===== config.mk =====
export PLATFORM = sky130hd
export DESIGN_NAME = tdm_fifo
export DESIGN_NICKNAME = d
export VERILOG_FILES = /design/src/rtl/tdm_fifo.sv
export SDC_FILE = /design/constraint.sdc
export NUM_CORES = 1
export LEC_CHECK = 0
export ABC_AREA = 1
export BUFFER_PORTS_ARGS = -buffer_cell sky130_fd_sc_hd__buf_4
export CAP_MARGIN = 10
export CORE_ASPECT_RATIO = 0.8
export CORE_MARGIN = 2
export CORE_UTILIZATION = 30
export DETAILED_ROUTE_END_ITERATION = 12
export GPL_TIMING_DRIVEN = 0
export PLACE_DENSITY_LB_ADDON = 0.15
export RECOVER_POWER = 100
export SLEW_MARGIN = 0
export SYNTH_ARGS = -nofsm -noshare
export SYNTH_HDL_FRONTEND = slang
export SYNTH_SLANG_ARGS = --single-unit

===== constraint.sdc =====
create_clock -name clk -period 1.73 [get_ports clk]
set_input_delay 0.346 -clock clk [delete_from_list [all_inputs] [get_ports clk]]
set_output_delay 0.346 -clock clk [all_outputs]
set_load 0.005 [all_outputs]

===== src/rtl/tdm_fifo.sv =====
// Small register queue used between the front and back parts and on the
// result side. No package dependencies.
`default_nettype none

module tdm_fifo #(
	parameter int unsigned WIDTH = 8,
	parameter int unsigned DEPTH = 2
) (
	input  wire logic             clk,
	input  wire logic             arst_n,
	input  wire logic             wr,
	input  wire logic [WIDTH-1:0] wdata,
	input  wire logic             rd,
	output logic      [WIDTH-1:0] rdata,
	output logic                  full,
	output logic                  empty
);

	localparam int unsigned PW = (DEPTH > 1) ? $clog2(DEPTH) : 1;
	localparam int unsigned CW = $clog2(DEPTH + 1);

	logic [WIDTH-1:0] slot_q [DEPTH];
	logic [PW-1:0]    wptr_q;
	logic [PW-1:0]    rptr_q;
	logic [CW-1:0]    count_q;
	logic             do_wr;
	logic             do_rd;

	assign full  = (count_q == CW'(DEPTH));
	assign empty = (count_q == '0);
	assign do_wr = wr && !full;
	assign do_rd = rd && !empty;
	assign rdata = slot_q[rptr_q];

	always_ff @(posedge clk) begin
		if (do_wr) begin
			slot_q[wptr_q] <= wdata;
		end
	end

	always_ff @(posedge clk or negedge arst_n) begin
		if (!arst_n) begin
			wptr_q  <= '0;
			rptr_q  <= '0;
			count_q <= '0;
		end else begin
			if (do_wr) begin
				wptr_q <= (wptr_q == PW'(DEPTH - 1)) ? '0 : wptr_q + 1'b1;
			end
			if (do_rd) begin
				rptr_q <= (rptr_q == PW'(DEPTH - 1)) ? '0 : rptr_q + 1'b1;
			end
			if (do_wr && !do_rd) begin
				count_q <= count_q + 1'b1;
			end else if (do_rd && !do_wr) begin
				count_q <= count_q - 1'b1;
			end
		end
	end

endmodule

`default_nettype wire


==> flow_summary.json, run 1 <==
{
  "antenna_found_initial": 0,
  "max_slew.worst_pin.slew_ps": 745,
  "whs_ps": 248,
  "critPathMaxFanout": 10,
  "grt_overflow": 0,
  "hold-path-cell-count": 1,
  "ys_top_cells_by_area": "edfxtp_1 59%, nand2_1 15%, dfrtp_1 12%",
  "rrSetupSlack_ps": 140,
  "grt_pass1_wl_um": 2210,
  "crit_path_end_kind": "output port",
  "synth.largest_area_cell": "edfxtp_1",
  "clk_pin_slew_worst_paths_ps": 100,
  "fin_crit_ps": 1600,
  "wire_per_inst_um": 10.4,
  "port_buffers": 21,
  "numCtsBuffers": 3,
  "power.density_mw_per_mm2": 1510,
  "die_area_sq_mm": 0.00313,
  "multiInputGateArea_sq_um": 191,
  "max_clock_freq_mhz": 624,
  "final_util": 0.415,
  "crit_required_ps": 1380,
  "grt_use_total": 0.103,
  "antennaDiodeCount": 0,
  "vias": 550,
  "grt_use_met1": 0.116,
  "holdCritPathClass": "input pin to flip-flop",
  "status": "complete, no violations",
  "critical_path.startpoint_type": "flip-flop",
  "post-cts-setup-buffer-count": 0,
  "ys.warnings.count": 0,
  "firstDrtPassIters": 4,
  "syn2layout_area_growth_pct": 28.3,
  "met2_usage": 0.177,
  "finalPower_w": 0.00156,
  "synthFlopType": "edfxtp_1",
  "cts.sinks": 20,
  "cts_htree_levels": 1,
  "drt-initial-drc-count": 6,
  "worst_skew_pair.late_latency_ps": 300,
  "synth_top_area_share": 0.594,
  "fp.dieH_um": 50.5,
  "finalHoldViolCount": 0,
  "hold_end": "slot_q[1][5]$_DFFE_PP_",
  "crit_type": "flip-flop to output port",
  "hp-start": "wdata[5]",
  "top_level_ports": 22,
  "hpwl_um": 1030,
  "yosysSeqAreaShare": 0.717,
  "synth.distinct_cells": 14,
  "die-width_um": 62.1,
  "reg2reg_depth": 3,
  "slew_violations": 0,
  "r2r_end": "slot_q[1][4]$_DFFE_PP_",
  "synth_commonest_cells": "33 x nand2_1, 16 x edfxtp_1, 7 x inv_1, 4 x dfrtp_1",
  "maxSlewHeadroom": 0.502,
  "rows": 16,
  "setup_viol": 0,
  "fin_setup_tns_ps": 0,
  "drt_wl_total_um": 1400,
  "grt_max_degree": 12,
  "drive_above_1_share": 0.253,
  "syn_area_per_cell_sq_um": 11.1,
  "place_congestion": 0.745,
  "cts_max_path_buffers": 2,
  "power_leakage_nw": 0.475,
  "grt_most_used_layer": "met2",
  "vias_per_cell": 4.07,
  "ys_async_sr_fraction": 0.200,
  "ir_drop_mv": 0.667,
  "yosysMostFrequentCell": "nand2_1",
  "antenna_left": 0,
  "nets": 113,
  "final.setup_skew_ps": 1.64,
  "core_area_sq_mm": 0.00250,
  "cts_root_buf": "clkbuf_4",
  "synth_edf_count": 16,
  "synth_area_sq_um": 810,
  "rsz0062_at_grt": "false",
  "max_cap_viol_count": 0,
  "seqCellArea_sq_um": 581,
  "tritoncts": "done",
  "critPathArrivalTime_ps": 1260,
  "grt_pass1_vias": 516,
  "timing.final.crit_share": 0.926,
  "start_util": 0.323,
  "fillers": 252,
  "netlist_instances": 73,
  "drcViolationCount": 0,
  "use_met3": 0.0541,
  "synth_fp_nets": 86,
  "ys_seq_elements": 20,
  "rr_startpoint": "count_q[1]$_DFFE_PN0P_"
}
==> worst max path at each step <==
stage / from / to / slack [ps] / cells after the start
after floorplan: count_q[1]$_DFFE_PN0P_ / slot_q[1][0]$_DFFE_PP_ / 410 / 3
after global placement: count_q[1]$_DFFE_PN0P_ / slot_q[1][4]$_DFFE_PP_ / 130 / 3
after detailed placement: count_q[1]$_DFFE_PN0P_ / slot_q[1][2]$_DFFE_PP_ / 130 / 3
after CTS: rptr_q$_DFFE_PN0P_ / rdata[3] / 100 / 5
after global routing: rptr_q$_DFFE_PN0P_ / rdata[2] / 10 / 5
final: rptr_q$_DFFE_PN0P_ / rdata[7] / 130 / 5
==> sequential cells by signal, summed over array words and instances, names as in the netlist <==
signal and cells:
rptr_q 1, count_q 2, slot_q 16, wptr_q 1
==> through the flow <==
step	instances	instance area [sq um]	setup WS (ps)
floorplan	73	810	408
global placement	130	1010	129
detailed placement	130	1010	128
CTS	135	1050	100
global route	135	1040	14.5
finish	135	1040	127
==> per-layer routing <==
metal / part of all wire / vias to the layer above
met5: 0 / -
met4: 0 / 0
met3: 0.071 / 0
met2: 0.53 / 16
met1: 0.40 / 247
li1: - / 287
==> worst max-delay path: stages (launching register included) <==
cell and delay (ps):
dfrtp_1 370, buf_2 180, inv_2 170, nand2_1 70
nand2_1 50, clkbuf_4 120
==> placed cells by master, fill, tap and decap left out, drive strengths merged <==
cell / synthesis / final
nand2: 33 / 33
edfxtp: 16 / 16
clkbuf: 0 / 16
buf: 1 / 9
inv: 8 / 8
dfrtp: 4 / 4
nor2: 4 / 4
o21ai: 2 / 2
xnor2: 1 / 1
nand3b: 1 / 1
nand3: 1 / 1
nand4: 1 / 1
ha: 1 / 1
clkinv: 0 / 1
dlygate4sd3: 0 / 1
==> where the power goes <==
group	leakage, nW	switching, W	internal [W]
Clock	0.0154	0.000135	0.0000841
Sequential	0.197	0.0000573	0.000669
Combinational	0.263	0.000341	0.000279
==> layout make-up <==
type | instances | share of cell area
Buffer | 1 | 0.00482
Clock buffer | 3 | 0.0217
Clock inverter | 1 | 0.00361
Inverter | 8 | 0.0289
Multi-Input combinational cell | 44 | 0.184
Sequential cell | 20 | 0.559
Tap cell | 36 | 0.0434
Timing Repair Buffer | 22 | 0.154
==> cell families after synthesis <==
kind of cell    synth area share
fa+ha+maj                 0.0155
buf+inv                   0.0433
simple gates               0.201
compound gates            0.0124
flops                      0.717
xor+xnor                  0.0108
==> what timing repair did <==
item,CTS,global route
gates resized for setup,0,0
hold endpoints to repair,4,0
hold buffers,1,0
Note: power is estimated with default switching activity, not from simulation.
==> run 2: changes to the inputs <==
Settings changed: ABC_AREA 1 to default.
==> run 2 against run 1 <==
Critical path depth shrank 2. First-iteration DRC count up 17%. Design area increased by 0.36%. Sequential share of layout area shrank 0.20 points. Count of clock-buffer cells in the layout stayed put. Largest power group unchanged.
==> flow_summary.json, run 2 <==
{
  "cts_root_buf": "clkbuf_4",
  "cts.sinks": 20,
  "ys.warnings.count": 0,
  "max_slew.worst_pin.slew_ps": 450,
  "critPathMaxStageDelay_ps": 380,
  "antenna_found_initial": 0,
  "grt_use_total": 0.0845,
  "synth.largest_area_cell": "edfxtp_1",
  "port_buffers": 21,
  "antenna_left": 0,
  "antennaDiodeCount": 0,
  "hold_end": "slot_q[0][4]$_DFFE_PP_",
  "maxSlewHeadroom": 0.700,
  "final.setup_skew_ps": 4.84,
  "drive_above_1_share": 0.400,
  "tritoncts": "done",
  "fin_setup_tns_ps": 0,
  "firstDrtPassIters": 4,
  "fin_cells": 106,
  "status": "complete, no violations",
  "clk_pin_slew_worst_paths_ps": 110,
  "reg2reg_depth": 7,
  "r2r_end": "count_q[1]$_DFFE_PN0P_",
  "core_area_sq_mm": 0.00246,
  "clock_power_share": 0.226,
  "hold-path-cell-count": 1,
  "cp_cell_sequence": "buf_4 -> mux2_1 -> clkbuf_4",
  "power.density_mw_per_mm2": 1590,
  "synth_area_sq_um": 782,
  "setup_viol": 0,
  "final_util": 0.423,
  "synth_top_area_share": 0.614,
  "fp.dieH_um": 49.7,
  "drt-initial-drc-count": 7,
  "synth.distinct_cells": 15,
  "nets": 84,
  "synth_compound_area_frac": 0.00640,
  "crit_family": "flip-flops",
  "syn_area_per_cell_sq_um": 17.8,
  "synth.mux.area_fraction": 0.115,
  "p_int_w": 0.00121,
  "reg_top3": "slot_q: 16 flops, count_q: 2 flops",
  "holdCritPathClass": "input pin to flip-flop",
  "p_seq_frac": 0.443,
  "timing.final.crit_share": 0.955,
  "max_clock_freq_mhz": 605,
  "cts_htree_levels": 1,
  "grt_max_degree": 13,
  "p_sw_frac": 0.271,
  "yosysMostFrequentCell": "edfxtp_1",
  "hpwl_um": 864,
  "synthFlopType": "edfxtp_1",
  "fillers": 245,
  "grt_overflow": 0,
  "max_cap_viol_count": 0,
  "synth-xor-area-share": 0.0656,
  "die-width_um": 61.1,
  "rows": 16,
  "critical_path.startpoint_type": "flip-flop",
  "die_area_sq_mm": 0.00303,
  "power_leakage_nw": 0.417,
  "grt_pass1_vias": 399,
  "top_register": "slot_q",
  "dp.cells": 101,
  "ir_drop_mv": 0.767,
  "crit_required_ps": 1380,
  "largest_reg_flops": 16,
  "place_congestion": 0.678,
  "critPathMaxFanout": 9,
  "synth_commonest_cells": "16 x edfxtp_1, 6 x mux2_1, 4 x dfrtp_1, 3 x nor2_1",
  "combPwrFrac": 0.331,
  "crit_type": "flip-flop to output port",
  "ys_seq_elements": 20,
  "netlist_instances": 44,
  "layout_common_cells": "20 x clkbuf_4, 16 x edfxtp_1, 6 x mux2_1",
  "ys_top_cells_by_area": "edfxtp_1 61%, dfrtp_1 13%, mux2_1 8.6%",
  "yosysSeqAreaShare": 0.742,
  "ys_async_sr_fraction": 0.200,
  "p_switching_w": 0.000451,
  "rsz0062_at_grt": "false",
  "synth_top_family_by_area": "multiplexers",
  "worst-path-buf-inv": 2,
  "final_common_cell": "clkbuf_4",
  "post-cts-setup-buffer-count": 0,
  "finalHoldViolCount": 0,
  "syn2layout_area_growth_pct": 33.3,
  "critPathSlowestCell": "dfrtp_1",
  "synthSimpleGateAreaFrac": 0.0384,
  "multiInputGateArea_sq_um": 189,
  "slew_violations": 0,
  "drcViolationCount": 0,
  "worst_skew_pair.late_latency_ps": 300,
  "top_level_ports": 22,
  "start_util": 0.318,
  "vias": 428,
  "numCtsBuffers": 3,
  "vias_per_cell": 4.04,
  "synth_edf_count": 16,
  "wire_per_inst_um": 11.2,
  "fin_crit_ps": 1650,
  "drt_wl_total_um": 1190,
  "rr_startpoint": "count_q[0]$_DFFE_PN0P_",
  "critPathArrivalTime_ps": 1310,
  "hp-start": "wdata[4]",
  "crit_path_end_kind": "output port",
  "synth_fp_nets": 57,
  "seqCellArea_sq_um": 581,
  "cts_max_path_buffers": 2,
  "rrSetupSlack_ps": 190,
  "grt_pass1_wl_um": 1810,
  "synth-adder-area-share": 0.0160
}
==> run 2: how the worst max path moves through the flow <==
stage                             end  depth (start not counted)              startpoint
2_1_floorplan  slot_q[0][0]$_DFFE_PP_                          3  count_q[0]$_DFFE_PN0P_
3_3_place_gp   slot_q[0][7]$_DFFE_PP_                          3  count_q[0]$_DFFE_PN0P_
5_1_grt                      rdata[2]                          3      rptr_q$_DFFE_PN0P_
3_5_place_dp   slot_q[0][0]$_DFFE_PP_                          3  count_q[0]$_DFFE_PN0P_
6_report                     rdata[1]                          3      rptr_q$_DFFE_PN0P_
4_1_cts        slot_q[0][7]$_DFFE_PP_                          3  count_q[0]$_DFFE_PN0P_
==> run 2: power groups by stage <==
stage | clock (W) | combinational (W) | sequential [W]
2_1_floorplan | 0 | 0.000337 | 0.000733
3_3_place_gp | 0 | 0.000574 | 0.000743
3_5_place_dp | 0 | 0.000573 | 0.000748
4_1_cts | 0.000390 | 0.000590 | 0.000737
5_1_grt | 0.000409 | 0.000611 | 0.000754
6_report | 0.000376 | 0.000550 | 0.000735
==> run 2: cells by family after synthesis <==
logic type,Yosys count
muxes,8
buffers and inverters,3
xor gates and xnor gates,5
and+or+nand+nor,6
DFF,20
AOI/OAI and AO/OA,1
adders and majority gates,1
==> run 2: metrics by stage <==
step	total power [W]	hold WS, ps	instance area, sq um	setup WS [ps]
CTS	0.00172	211	1050	23.5
global placement	0.00132	148	985	66.5
floorplan	0.00107	50.4	782	338
global route	0.00177	225	1040	9.99
detailed placement	0.00132	145	985	36.0
finish	0.00166	249	1040	78.4
==> run 2: layout make-up <==
type / instances / area share
flip-flops and latches: 20 / 0.557
multi-input cells: 21 / 0.181
repair buffers: 22 / 0.154
well taps: 36 / 0.0432
clock inverters: 1 / 0.0288
clock buffers: 3 / 0.0216
plain buffers: 1 / 0.00720
inverters: 2 / 0.00720
==> run 2: routing by layer <==
metal	wire, um	global-route usage
met4	0	0.0109
met2	553	0.126
met1	567	0.104
met5	0	0
met3	68	0.0577
==> run 2: repair_timing <==
action / 4_1_cts / 5_1_grt
setup endpoints to repair: 3 / 8
resized for setup: 1 / 1
hold buffers: 1 / 0
hold endpoints to repair: 4 / 0
gates cloned: 0 / 0
pin swaps: 0 / 0
==> run 3: changes to the inputs <==
Settings changed: CORE_UTILIZATION 30 to 41, CTS_BUF_LIST from default to sky130_fd_sc_hd__clkbuf_4.
Clock period 1.73 ns to 1.5 ns, I/O delays scaled along.
==> run 3 against run 2 <==
The flow now finishes with violations (negative setup slack). Final cell count shrank 7.5%. Routed wire length shrank 10%. Register-to-register slack lost 150 ps. First-iteration DRC count is the same. Design area grew 6.6%. Via count grew 1.9%. Die area shrank 25%. Sequential power grew 17%. Utilization grew 18 points. Global-route usage grew 1.9 points. Critical path depth is the same.
==> flow_summary.json, run 3 (synthesis gave the netlist of run 2 again) <==
{
  "p_int_w": 0.00147,
  "drt_wl_total_um": 1070,
  "grt_max_degree": 12,
  "clk_pin_slew_worst_paths_ps": 90,
  "crit_path_end_kind": "output port",
  "rsz0062_at_grt": "true",
  "cts.sinks": 20,
  "slew_violations": 0,
  "vias": 436,
  "crit_required_ps": 1200,
  "failed_checks": "negative setup slack",
  "vias_per_cell": 4.45,
  "core_area_sq_mm": 0.00184,
  "critPathArrivalTime_ps": 1260,
  "cts_root_buf": "clkbuf_4",
  "fillers": 152,
  "start_util": 0.425,
  "worst_skew_pair.late_latency_ps": 280,
  "grt_use_total": 0.104,
  "drt-initial-drc-count": 7,
  "antennaDiodeCount": 0,
  "cts_htree_levels": 1,
  "finalHoldViolCount": 0,
  "power_leakage_nw": 0.478,
  "holdCritPathClass": "input pin to flip-flop",
  "hpwl_um": 720,
  "place_congestion": 0.686,
  "rows": 14,
  "fin_setup_tns_ps": -435,
  "final_common_cell": "edfxtp_1",
  "power.density_mw_per_mm2": 1830,
  "p_seq_frac": 0.423,
  "hold-path-cell-count": 1,
  "combPwrFrac": 0.463,
  "setup_ws_ps": -62.1,
  "drive_above_1_share": 0.541,
  "fp.dieH_um": 43.1,
  "grt_pass1_vias": 353,
  "timing.final.crit_share": 1.04,
  "ir_drop_mv": 1.04,
  "final_util": 0.604,
  "tritoncts": "done",
  "largest_reg_flops": 16,
  "final.setup_skew_ps": 2.58,
  "critPathMaxFanout": 5,
  "syn2layout_area_growth_pct": 42.1,
  "layout_common_cells": "16 x edfxtp_1, 11 x clkbuf_4, 10 x buf_6",
  "clock_power_share": 0.114,
  "fin_crit_ps": 1560,
  "numCtsBuffers": 3,
  "reg_top3": "slot_q: 16 flops, count_q: 2 flops",
  "top_register": "slot_q",
  "cts_max_path_buffers": 2,
  "grt_overflow": 0,
  "die-width_um": 52.8,
  "grt_pass1_wl_um": 1560,
  "port_buffers": 21,
  "antenna_found_initial": 0,
  "firstDrtPassIters": 2,
  "reg2reg_depth": 7,
  "antenna_left": 0,
  "crit_type": "flip-flop to output port",
  "p_sw_frac": 0.277,
  "drcViolationCount": 0,
  "whs_ps": 217,
  "top_level_ports": 22,
  "status": "finished with violations",
  "stdcell_area_sq_mm": 0.00111,
  "max_clock_freq_mhz": 640,
  "placed_area_sq_um": 970,
  "maxSlewHeadroom": 0.709,
  "p_switching_w": 0.000563,
  "die_area_sq_mm": 0.00227,
  "max_cap_viol_count": 0,
  "wire_per_inst_um": 10.9,
  "max_slew.worst_pin.slew_ps": 436,
  "setup_viol": 8,
  "critical_path.startpoint_type": "flip-flop",
  "nets": 88
}
run 3: per-layer routing:
| metal | GRT usage | vias to the layer above | wire [um] |
|---|---|---|---|
| met5 | 0 | - | 0 |
| met4 | 0.0462 | 0 | 10 |
| met3 | 0.0599 | 2 | 73 |
| met2 | 0.148 | 13 | 508 |
| met1 | 0.128 | 202 | 474 |
| li1 | - | 219 | - |
run 3: layout make-up:
cell class	count	area (sq um)	share of cell area
flip-flops and latches	20	582	0.524
repair buffers	26	228	0.205
multi-input cells	21	226	0.204
well taps	24	30.0	0.0270
clock buffers	3	22.5	0.0203
plain buffers	1	11.3	0.0101
inverters	2	7.51	0.00676
clock inverters	1	3.75	0.00338
run 3: path summary, 6_finish.rpt:
| path | slack, ps | startpoint | endpoint |
|---|---|---|---|
| max | -60 | rptr_q$_DFFE_PN0P_ | rdata[6] |
| min | 220 | wdata[6] | slot_q[1][6]$_DFFE_PP_ |
| max reg2reg | 40 | count_q[0]$_DFFE_PN0P_ | count_q[1]$_DFFE_PN0P_ |
| min reg2reg | 530 | count_q[1]$_DFFE_PN0P_ | count_q[1]$_DFFE_PN0P_ |
| max in group asynchronous | 930 | arst_n | count_q[0]$_DFFE_PN0P_ |
| min in group asynchronous | 370 | arst_n | rptr_q$_DFFE_PN0P_ |
run 3: repair_timing:
action	CTS	global route
hold buffers	1	0
setup buffers	1	2
pin swaps	0	1
resized for setup	4	20
gates cloned	0	1
endpoints found under the hold margin	4	0
setup endpoints to repair	16	17
run 3: critical path, stage by stage (launching register included):
cell     delay, ps
dfrtp_1        410
buf_6          150
mux2_4         300
buf_6          120
run 3: metrics by stage:
stage          total power, W  worst slack (ps)  std cells
6_report              0.00204             -62.1         98
3_5_place_dp          0.00151              -141         89
5_1_grt               0.00217              -110         98
3_3_place_gp          0.00151              -162         89
4_1_cts               0.00182             -67.4         95
2_1_floorplan         0.00123               108         44
run 3: power groups by stage:
stage,Clock (W),Combinational (W),Sequential [W]
floorplan,0,0.000388,0.000846
global placement,0,0.000646,0.000860
detailed placement,0,0.000652,0.000861
CTS,0.000242,0.000708,0.000865
global route,0.000274,0.00103,0.000874
finish,0.000231,0.000942,0.000862
